$ cat config.mk
export PLATFORM = sky130hd
export DESIGN_NAME = ladder_voltage_address_decoder
export DESIGN_NICKNAME = d
export VERILOG_FILES = /design/src/rtl/core/lvad_pkg.sv /design/src/rtl/core/lvad_accum.sv /design/src/rtl/core/lvad_convert.sv /design/src/rtl/core/lvad_match.sv /design/src/rtl/core/ladder_voltage_address_decoder.sv
export SDC_FILE = /design/constraint.sdc
export NUM_CORES = 1
export LEC_CHECK = 0
export BUFFER_PORTS_ARGS = -buffer_cell sky130_fd_sc_hd__clkbuf_2
export CAP_MARGIN = 10
export CORE_MARGIN = 8
export CORE_UTILIZATION = 50
export CTS_CLUSTER_DIAMETER = 200
export CTS_CLUSTER_SIZE = 12
export DETAILED_ROUTE_END_ITERATION = 16
export GPL_TIMING_DRIVEN = 0
export PLACE_DENSITY_LB_ADDON = 0.1
export SETUP_SLACK_MARGIN = 0.4
export SKIP_CTS_REPAIR_TIMING = 1
export SYNTH_ARGS = -nofsm -noshare
export SYNTH_HDL_FRONTEND = slang
export SYNTH_SLANG_ARGS = --single-unit
$ cat constraint.sdc
create_clock -name clk -period 7.9 [get_ports clk]
set_input_delay 0.79 -clock clk [delete_from_list [all_inputs] [get_ports clk]]
set_output_delay 0.79 -clock clk [all_outputs]
set_load 0.01 [all_outputs]
$ cat src/rtl/core/lvad_pkg.sv
// Shared constants and types for the ladder voltage address decoder.
// Holds field widths, conversion constants and the nominal voltage table.
// No dependencies.
package lvad_pkg;

  localparam int SAMPLE_W = 10;
  localparam int WIN_W    = 11;
  localparam int MV_W     = 12;
  localparam int ADDR_W   = 6;
  localparam int IDX_W    = 4;
  localparam int NUM_NOM  = 16;

  localparam logic [WIN_W-1:0]  WIN_RESET = 11'd75;
  localparam logic [ADDR_W-1:0] ADDR_BASE = 6'h30;
  localparam logic [MV_W-1:0]   MV_FULL   = 12'd3300;

  // Scaled count: avg * 3300 stays below 2**22.
  localparam int SCL_W = 22;
  // floor(x / 1023) == (x * ceil(2**32 / 1023)) >> 32 for every x below 2**22.
  localparam int                 MV_SHIFT = 32;
  localparam int                 RCP_W    = 23;
  localparam logic [RCP_W-1:0]   MV_RECIP = 23'd4198405;
  localparam logic [SCL_W-1:0]   SCL_MAX  = 22'd3375900;

  typedef logic [MV_W-1:0] mv_t;

  localparam mv_t NOMINAL_MV [NUM_NOM] = '{
    12'd3147, 12'd2944, 12'd2740, 12'd2548, 12'd2341, 12'd2135, 12'd1926, 12'd1734,
    12'd1535, 12'd1341, 12'd1137, 12'd933,  12'd738,  12'd541,  12'd342,  12'd153
  };

  typedef struct packed {
    logic              found;
    logic [ADDR_W-1:0] address;
    mv_t               millivolts;
  } result_t;

endpackage

$ cat src/rtl/core/lvad_accum.sv
// Batch accumulator: sums incoming samples and hands off the batch total.
// Depends on lvad_pkg.
module lvad_accum #(
  parameter int SAMPLES = 16,
  parameter int SUM_W   = 14
) (
  input  logic                            clk,
  input  logic                            rst_n,
  input  logic                            in_valid,
  output logic                            in_ready,
  input  logic [lvad_pkg::SAMPLE_W-1:0]   in_sample,
  output logic                            tot_valid,
  input  logic                            tot_ready,
  output logic [SUM_W-1:0]                tot_sum
);
  import lvad_pkg::*;

  localparam int CNT_W = (SAMPLES > 1) ? $clog2(SAMPLES) : 1;
  localparam logic [CNT_W-1:0] CNT_LAST = CNT_W'(SAMPLES - 1);
  localparam logic [SUM_W-1:0] SUM_MAX  = SUM_W'(1023 * SAMPLES);

  logic [SUM_W-1:0] sum_r, sum_nxt, total_r, total_nxt;
  logic [CNT_W-1:0] cnt_r, cnt_nxt;
  logic             tv_r, tv_nxt;
  logic             accept, last_word;

  assign in_ready  = !tv_r || tot_ready;
  assign accept    = in_valid && in_ready;
  assign last_word = (cnt_r == CNT_LAST);

  always_comb begin
    sum_nxt   = sum_r;
    cnt_nxt   = cnt_r;
    total_nxt = total_r;
    tv_nxt    = tv_r && !tot_ready;
    if (accept) begin
      if (last_word) begin
        total_nxt = sum_r + SUM_W'(in_sample);
        tv_nxt    = 1'b1;
        sum_nxt   = '0;
        cnt_nxt   = '0;
      end else begin
        sum_nxt = sum_r + SUM_W'(in_sample);
        cnt_nxt = cnt_r + 1'b1;
      end
    end
  end

  always_ff @(posedge clk) begin
    if (!rst_n) begin
      sum_r <= '0;
      cnt_r <= '0;
      tv_r  <= 1'b0;
    end else begin
      sum_r <= sum_nxt;
      cnt_r <= cnt_nxt;
      tv_r  <= tv_nxt;
    end
    total_r <= total_nxt;
  end

  assign tot_valid = tv_r;
  assign tot_sum   = total_r;

`ifndef NO_ASSERTIONS
  a_cnt_range: assert property (@(posedge clk) disable iff (!rst_n)
    cnt_r <= CNT_LAST) else $error("sample count out of range");
  a_total_range: assert property (@(posedge clk) disable iff (!rst_n)
    tv_r |-> total_r <= SUM_MAX) else $error("batch total exceeds maximum");
  a_restart: assert property (@(posedge clk) disable iff (!rst_n)
    (accept && last_word) |=> (cnt_r == '0) && (sum_r == '0) && tv_r)
    else $error("accumulator did not restart after a batch");
`endif

endmodule

$ cat src/rtl/core/lvad_convert.sv
// Converts a batch total into floored millivolts in three register stages.
// Both divisions are reciprocal multiplies. Depends on lvad_pkg.
module lvad_convert #(
  parameter int SAMPLES = 16,
  parameter int SUM_W   = 14
) (
  input  logic                      clk,
  input  logic                      rst_n,
  input  logic                      tot_valid,
  output logic                      tot_ready,
  input  logic [SUM_W-1:0]          tot_sum,
  output logic                      mv_valid,
  input  logic                      mv_ready,
  output lvad_pkg::mv_t             mv_value
);
  import lvad_pkg::*;

  // floor(sum / SAMPLES) == (sum * ceil(2**DIV_K / SAMPLES)) >> DIV_K, exact for all sums.
  localparam int DIV_K = SUM_W + 9;
  localparam longint unsigned DIV_M_L =
    ((64'd1 << DIV_K) + 64'(SAMPLES) - 64'd1) / 64'(SAMPLES);
  localparam logic [DIV_K:0] DIV_M = DIV_M_L[DIV_K:0];
  localparam int PROD_W = SUM_W + DIV_K + 1;
  localparam int MVP_W  = SCL_W + RCP_W;

  logic [PROD_W-1:0]   prod_r, prod_nxt;
  logic [SCL_W-1:0]    scl_r, scl_nxt;
  logic [MVP_W-1:0]    mvp_r, mvp_nxt;
  logic                va_r, vb_r, vc_r;
  logic                ra, rb, rc;
  logic [SAMPLE_W-1:0] avg;
  mv_t                 mv;

  assign rc = !vc_r || mv_ready;
  assign rb = !vb_r || rc;
  assign ra = !va_r || rb;
  assign tot_ready = ra;

  assign prod_nxt = PROD_W'(tot_sum) * PROD_W'(DIV_M);
  assign avg      = prod_r[DIV_K +: SAMPLE_W];
  assign scl_nxt  = SCL_W'(avg) * SCL_W'(MV_FULL);
  assign mvp_nxt  = MVP_W'(scl_r) * MVP_W'(MV_RECIP);
  assign mv       = mvp_r[MV_SHIFT +: MV_W];

  always_ff @(posedge clk) begin
    if (!rst_n) begin
      va_r <= 1'b0;
      vb_r <= 1'b0;
      vc_r <= 1'b0;
    end else begin
      if (ra) va_r <= tot_valid;
      if (rb) vb_r <= va_r;
      if (rc) vc_r <= vb_r;
    end
    if (ra) prod_r <= prod_nxt;
    if (rb) scl_r  <= scl_nxt;
    if (rc) mvp_r  <= mvp_nxt;
  end

  assign mv_valid = vc_r;
  assign mv_value = mv;

`ifndef NO_ASSERTIONS
  a_scl_range: assert property (@(posedge clk) disable iff (!rst_n)
    vb_r |-> scl_r <= SCL_MAX) else $error("scaled average out of range");
  a_mv_range: assert property (@(posedge clk) disable iff (!rst_n)
    vc_r |-> mv <= MV_FULL) else $error("millivolt value out of range");
  a_mid_hold: assert property (@(posedge clk) disable iff (!rst_n)
    (vb_r && !rb) |=> vb_r) else $error("stalled word dropped in conversion");
`endif

endmodule

$ cat src/rtl/core/lvad_match.sv
// Window compare against the nominal table, priority pick and result register.
// Depends on lvad_pkg.
module lvad_match (
  input  logic                          clk,
  input  logic                          rst_n,
  input  logic [lvad_pkg::WIN_W-1:0]    window_mv,
  input  logic                          mv_valid,
  output logic                          mv_ready,
  input  lvad_pkg::mv_t                 mv_value,
  output logic                          res_valid,
  input  logic                          res_ready,
  output lvad_pkg::result_t             res
);
  import lvad_pkg::*;

  localparam int CMP_W = MV_W + 1;

  logic [NUM_NOM-1:0] hit;
  logic [IDX_W-1:0]   idx;
  result_t            res_r, res_nxt;
  logic               rv_r;

  assign mv_ready = !rv_r || res_ready;

  // |mv - nom| <= w  is  mv <= nom + w  and  nom <= mv + w.
  always_comb begin
    for (int i = 0; i < NUM_NOM; i++) begin
      hit[i] = (CMP_W'(mv_value) <= CMP_W'(NOMINAL_MV[i]) + CMP_W'(window_mv)) &&
               (CMP_W'(NOMINAL_MV[i]) <= CMP_W'(mv_value) + CMP_W'(window_mv));
    end
  end

  always_comb begin
    idx = '0;
    for (int i = NUM_NOM - 1; i >= 0; i--) begin
      if (hit[i]) idx = IDX_W'(i);
    end
  end

  always_comb begin
    res_nxt.found      = |hit;
    res_nxt.address    = (|hit) ? (ADDR_BASE | ADDR_W'(idx)) : '0;
    res_nxt.millivolts = mv_value;
  end

  always_ff @(posedge clk) begin
    if (!rst_n) begin
      rv_r <= 1'b0;
    end else if (mv_ready) begin
      rv_r <= mv_valid;
    end
    if (mv_ready) res_r <= res_nxt;
  end

  assign res_valid = rv_r;
  assign res       = res_r;

`ifndef NO_ASSERTIONS
  a_miss_addr: assert property (@(posedge clk) disable iff (!rst_n)
    (rv_r && !res_r.found) |-> res_r.address == '0)
    else $error("address nonzero without a match");
  a_hit_addr: assert property (@(posedge clk) disable iff (!rst_n)
    (rv_r && res_r.found) |-> res_r.address[ADDR_W-1:IDX_W] == ADDR_BASE[ADDR_W-1:IDX_W])
    else $error("matched address outside the strap range");
  a_pick_lowest: assert property (@(posedge clk) disable iff (!rst_n)
    (mv_valid && hit[0]) |-> idx == '0) else $error("priority pick is not the lowest");
`endif

endmodule

$ cat src/rtl/core/ladder_voltage_address_decoder.sv
// Top level of the ladder voltage address decoder.
// Instantiates lvad_accum, lvad_convert and lvad_match; depends on lvad_pkg.
//
// Usage:
//   in_*   : stream of raw 10-bit converter words, in_tdata[9:0] = sample.
//   out_*  : one result word per batch of SAMPLES input words.
//   cfg_*  : cfg_wr_en writes cfg_wr_data into the window half-width (mV).
//            Write it only while no batch result is still in flight.
// Each batch total is averaged (floored), scaled to millivolts as
// avg*3300/1023 (floored) and compared against sixteen nominal voltages.
// The lowest index inside +/- window gives address 0x30+index.
// Throughput is one input word per cycle while out_tready is high.
// The path runs through five register stages (batch total, two
// reciprocal multiplies, the scale multiply and the result
// register).
// Synchronous reset clears the running sum, the sample count, all stage
// valids, and sets the window to 75 mV.
// When the receiver holds out_tready low, the result word holds and the
// stages behind it keep filling; in_tready drops only once every stage
// holds a pending batch.
module ladder_voltage_address_decoder #(
  parameter int SAMPLES = 16
) (
  input  logic        clk,
  input  logic        rst_n,
  input  logic        in_tvalid,
  output logic        in_tready,
  input  logic [15:0] in_tdata,     // [9:0] sample, [15:10] zero
  output logic        out_tvalid,
  input  logic        out_tready,
  output logic [23:0] out_tdata,    // [0] found, [6:1] address, [18:7] millivolts, rest zero
  input  logic        cfg_wr_en,
  input  logic [10:0] cfg_wr_data   // window_mv
);
  import lvad_pkg::*;

  localparam int SUM_W = $clog2(1023 * SAMPLES + 1);

  logic [WIN_W-1:0] win_r;
  logic             tot_valid, tot_ready, mv_valid, mv_ready;
  logic [SUM_W-1:0] tot_sum;
  mv_t              mv_value;
  result_t          res;

  always_ff @(posedge clk) begin
    if (!rst_n) begin
      win_r <= WIN_RESET;
    end else if (cfg_wr_en) begin
      win_r <= cfg_wr_data;
    end
  end

  lvad_accum #(.SAMPLES(SAMPLES), .SUM_W(SUM_W)) u_accum (
    .clk       (clk),
    .rst_n     (rst_n),
    .in_valid  (in_tvalid),
    .in_ready  (in_tready),
    .in_sample (in_tdata[SAMPLE_W-1:0]),
    .tot_valid (tot_valid),
    .tot_ready (tot_ready),
    .tot_sum   (tot_sum)
  );

  lvad_convert #(.SAMPLES(SAMPLES), .SUM_W(SUM_W)) u_convert (
    .clk       (clk),
    .rst_n     (rst_n),
    .tot_valid (tot_valid),
    .tot_ready (tot_ready),
    .tot_sum   (tot_sum),
    .mv_valid  (mv_valid),
    .mv_ready  (mv_ready),
    .mv_value  (mv_value)
  );

  lvad_match u_match (
    .clk       (clk),
    .rst_n     (rst_n),
    .window_mv (win_r),
    .mv_valid  (mv_valid),
    .mv_ready  (mv_ready),
    .mv_value  (mv_value),
    .res_valid (out_tvalid),
    .res_ready (out_tready),
    .res       (res)
  );

  assign out_tdata = {5'd0, res.millivolts, res.address, res.found};

endmodule
; ---- Word level (Yosys, flattened, before mapping)
; Index checks and enable logic that the tools add are counted.
[word_totals]
in_bits = 32
register_bits = 143
[classes]
n_bitwise = 1
order_cmp = 32
mux = 21
eq_ne = 1
add_sub_neg = 19
mul = 2
reduce_logical = 35
[op_table]
columns = op, n
row1 = less-or-equal comparator 12 bit, 10
row2 = "adder 12 x 11 -> 13 bit, first input constant", 6
row3 = less-or-equal comparator 12 x 13 -> 1 bit, 6
row4 = "less-or-equal comparator 12 x 13 -> 1 bit, first input constant", 6
row5 = two-way mux 4 bit, 17
row6 = "less-or-equal comparator 11 x 13 -> 1 bit, first input constant", 5
row7 = "adder 11 x 11 -> 12 bit, first input constant", 5
row8 = "multiplier 20 x 23 -> 42 bit, second input constant", 1
row9 = "less-or-equal comparator 10 x 13 -> 1 bit, first input constant", 3
row10 = "adder 10 x 11 -> 12 bit, first input constant", 3
row11 = "multiplier 10 x 10 -> 20 bit, second input constant", 1
row12 = logical AND 1 bit, 18
row13 = OR reduction 16 bit, 1
row14 = adder 14 x 10 -> 14 bit, 1
row15 = two-way mux 14 bit, 1
row16 = adder 12 x 11 -> 13 bit, 1
row17 = "less-or-equal comparator 8 x 13 -> 1 bit, first input constant", 1
row18 = "less-or-equal comparator 9 x 13 -> 1 bit, first input constant", 1
row19 = "adder 8 x 11 -> 12 bit, first input constant", 1
row20 = "adder 9 x 11 -> 12 bit, first input constant", 1
row21 = OR reduction 9 bit, 1
row22 = zero test 1 bit, 6
row23 = two-way mux 6 bit, 1
row24 = logical OR 1 bit, 5
row25 = other kinds (8), 9

; ---- Longest topological paths before layout
[depth]
word_depth = 20
mapped_depth = 21

; ---- By module
; From an unflattened synthesis, not the netlist that was laid out.
[hier_totals]
hier_cells = 1740
area_unflattened_um2 = 15846.4
[by_module_without_submodules]
columns = module, area_per_inst_um2, instances, seq_area_each_um2, cells_per_inst
row1 = lvad_match, 7654.8, 1, 530.5, 980
row2 = lvad_convert, 5999.5, 1, 1321.3, 546
row3 = lvad_accum, 1746.7, 1, 800.8, 173
row4 = ladder_voltage_address_decoder, 445.4, 1, 220.2, 41

; ---- Least setup slack after synthesis
; No wires, ideal clock.
[synth_timing]
path_type = register to register
startpoint = register u_convert.scl_r[13]
endpoint = register u_convert.mvp_r[43] (data pin)
required_time_ps = 7634
period_less_slack_ps = 4879
path_buffers = 0
stages_incl_launch_ff = 21
setup_ps = 266
slack_ps = 3021
arrival_time_ps = 4614
path_cell_list = edfxtp_1 -> ha_1 -> ha_1 -> ha_1 -> inv_1 -> fa_1 -> inv_1 -> fa_1 -> ha_1 -> ha_1 -> ha_1 -> a21o_1 -> a21o_1 -> a21oi_1 -> a2bb2oi_1 -> o41ai_1 -> o311ai_2 -> o31ai_1 -> o31ai_2 -> nor3_1 -> xor2_1
[synth_via]
elab_chain_len = 1
[synth_lines]
columns = element, line
row1 = from (decl), lvad_convert.sv:27  ; logic [SCL_W-1:0] scl_r, scl_nxt;
row2 = from (signal assigned), lvad_convert.sv:56  ; if (rb) scl_r <= scl_nxt;
row3 = multiplier 20 x 23 -> 42 bit, lvad_convert.sv:42  ; assign mvp_nxt = MVP_W'(scl_r) * MVP_W'(MV_RECIP);
row4 = via u_convert.mvp_nxt[43], lvad_convert.sv:28  ; logic [MVP_W-1:0] mvp_r, mvp_nxt;
row5 = to (signal assigned), lvad_convert.sv:57  ; if (rc) mvp_r <= mvp_nxt;
row6 = to (decl), lvad_convert.sv:28
; The timed path passes the listed nets, and every way through them passes these cells.
; A chain may end at the register's enable or synchronous reset.

==> flow_summary.yaml <==
clock_tree:
  cts_made_buffers: 9
  root_buffer: "clkbuf_16"
  tritoncts: "built"
  cts_max_path_buffers: 2
  htreeDepth: 3
  path_clk_slew_ns: 0.09
  clock_latency_ns: 0.37
  clock-sinks: 103
worst_setup_path:
  startpoint: "win_r[7]$_SDFFE_PN0P_"
  crit_path_end_kind: "flop"
  crit_required_ns: 8.00
  cp_data_arrival_time_ns: 5.60
  start_kind: "flop"
  cp_max_fo: 11
  critPathKind: "flop to flop"
  reg2reg_from: "win_r[7]$_SDFFE_PN0P_"
timing:
  fmax_mhz: 182
  rsz0062_at_grt: "false"
  drv_slew: 0
  tightest_slew_ns: 1.23
  finalClockSkew_ns: 0.0291
  fin_setup_tns_ns: 0
  holdWs_ns: 0.419
  period_minus_slack_ns: 5.50
  post-route-period-util_pct: 69.6
  relSlewSlack_pct: 18.2
  fin_ws_ns: 2.40
  setup_viol: 0
  hold_viol_final: 0
placement:
  place_inst: 2154
  pre_cts_slack_ns: 2.35
  gp_congestion: 0.957
  dpl_cell_area_mm2: 0.0160
  port_buffers: 45
  dp_hpwl_um: 33700
layout:
  final_cells: 2171
  antenna_cells: 0
  layout.cell_area.non_filler_mm2: 0.0163
  postLayoutCoreUtil_pct: 53.8
  area_delta_synth_final_pct: 6.91
  layout-drive-gt1-share_pct: 6.65
  finalNetCount: 2223
global_route:
  grt_pass1_wl_um: 68800
  grtUsageTotal_pct: 23.9
  grt.overflow.total: 0
  grt_max_degree: 23
  grt_pass1_vias: 12700
  antenna_found_initial: 1
outcome:
  status: "completed"
synthesis:
  yosysTopAreaCell: "ha_1"
  yosys_most_used_dff: "edfxtp_1"
  synth-seq-area-share_pct: 18.0
  synthTopCellsByArea: "ha_1 32%, edfxtp_1 14%, xnor2_1 6.4%"
  synth_edf_count: 69
  synth_area_mm2: 0.0153
  async_flop_share_pct: 0
  synth_top_area_share_pct: 31.7
  syn_inst: 1708
  ys_ff_latch: 103
  yosys_warnings: 0
  syn-mean-instance-area_um2: 8.93
  synthDistinctLibCells: 86
power:
  ir_drop_uv: 88.8
  p_per_area_mw_per_mm2: 102
  power_mw: 1.66
  p_leak_nw: 7.85
flow_run:
  max-cap-violations: 0
floorplan:
  row_count: 64
  core_area_mm2: 0.0303
  ios: 58
  start_util_pct: 50.3
  die_w_um: 191
  die_y_um: 191
  dieArea_mm2: 0.0364
detailed_routing:
  drt_iter0_drc: 1069
  firstDrtPassIters: 6
  wl_per_cell_um: 19.7
  vias: 12800
  viasPerCell: 5.91
  drc_errors: 0
  wirelength_um: 42800
  final_antenna_net_count: 0
min_path:
  hold_class: "flop to flop"
  hold_start: "u_accum.tot_sum[4]$_DFFE_PP_"
==> critical path, cell delays in order (launching register included) <==
cell and delay (ns):
dfxtp_1 0.60, clkbuf_1 0.46, inv_1 0.23, buf_1 0.50, ha_1 0.53, a21oi_1 0.25, xnor2_1 0.12, ha_1 0.33
nand2_1 0.06, nor3_1 0.27, a21oi_1 0.10, a21oi_1 0.59, nand2b_1 0.14, a221oi_2 0.33, nand3_1 0.15, nor4_1 0.45
nand3b_1 0.12
==> where the power goes <==
group          internal (mW)  switching [mW]  leakage [nW]
clock                  0.221           0.224         0.137
sequential             0.590          0.0178         0.993
combinational          0.245           0.364          6.72
==> cells in the final DEF, fill, tap and decap left out, drive strengths merged, types with 31 or more instances in the layout <==
master / synthesis / layout
o21ai: 74 / 74
clkbuf: 32 / 86
fa: 35 / 35
dfxtp: 34 / 34
nand2: 109 / 109
nand3: 44 / 44
xnor2: 112 / 112
nor3: 31 / 31
a21o: 51 / 51
inv: 147 / 152
a21oi: 104 / 104
edfxtp: 69 / 69
nor2: 108 / 108
ha: 386 / 386
==> cells in the mapped netlist (all sizes together) (4+ instances only) <==
master,number
o21bai,12
clkbuf,32
nand2b,20
a22oi,6
ha,386
xor2,29
dfxtp,34
nand2,109
edfxtp,69
nand3b,4
a211oi,12
o21a,20
nand3,44
a221oi,6
o311ai,8
o31ai,8
nor4,8
and4,5
and2,7
fa,35
a21boi,11
a211o,9
nor3,31
nor2b,21
buf,27
inv,147
or2,9
nand4b,6
o211ai,11
xnor2,112
o21ai,74
nand4,24
and3,17
nor2,108
a21oi,104
a2111oi,4
a31oi,20
mux2i,8
a21o,51
or4,5
or3,9
==> metal layers <==
layer	vias up	wire (um)	track usage [%]
met1	6063	20400	32.7
li1	6297	-	-
met2	400	18500	38.2
met3	66	3130	4.83
met5	-	14	0
met4	2	834	5.55
==> state kept, by name, summed over array words and instances, names as in the netlist, 4 cells and up <==
register / flops
u_convert.mvp_r: 12
u_accum.tot_sum: 10
u_match.res: 17
u_convert.scl_r: 20
u_accum.cnt_r: 4
win_r: 11
u_accum.sum_r: 14
u_convert.prod_r: 10
==> final cells by class <==
| cell class | count | area, um2 |
|---|---|---|
| inverter | 149 | 559 |
| clock buffer | 9 | 225 |
| buffer | 59 | 278 |
| timing repair buffer | 47 | 258 |
| sequential | 103 | 2750 |
| tap | 396 | 495 |
| fill | 2842 | 14000 |
| multi-input combinational | 1401 | 11700 |
| clock inverter | 7 | 61.3 |
==> cells by family after synthesis <==
group	synth area share, %
and+or+nand+nor	14.3
adders and majority gates	36.2
AOI/OAI and AO/OA	17.3
buffers and inverters	5.49
xor gates and xnor gates	8.14
DFF	18.0
muxes	0.525
other	0.0246
==> final timing paths <==
path	depth (start not counted)	endpoint	slack, ns
min reg2reg	0	u_convert.prod_r[23]$_DFFE_PP_	0.42
min	0	u_convert.prod_r[23]$_DFFE_PP_	0.42
max reg2reg	16	u_match.res[16]$_DFFE_PP_	2.40
max	16	u_match.res[16]$_DFFE_PP_	2.40
No activity file was read; power rests on OpenSTA's default activity.
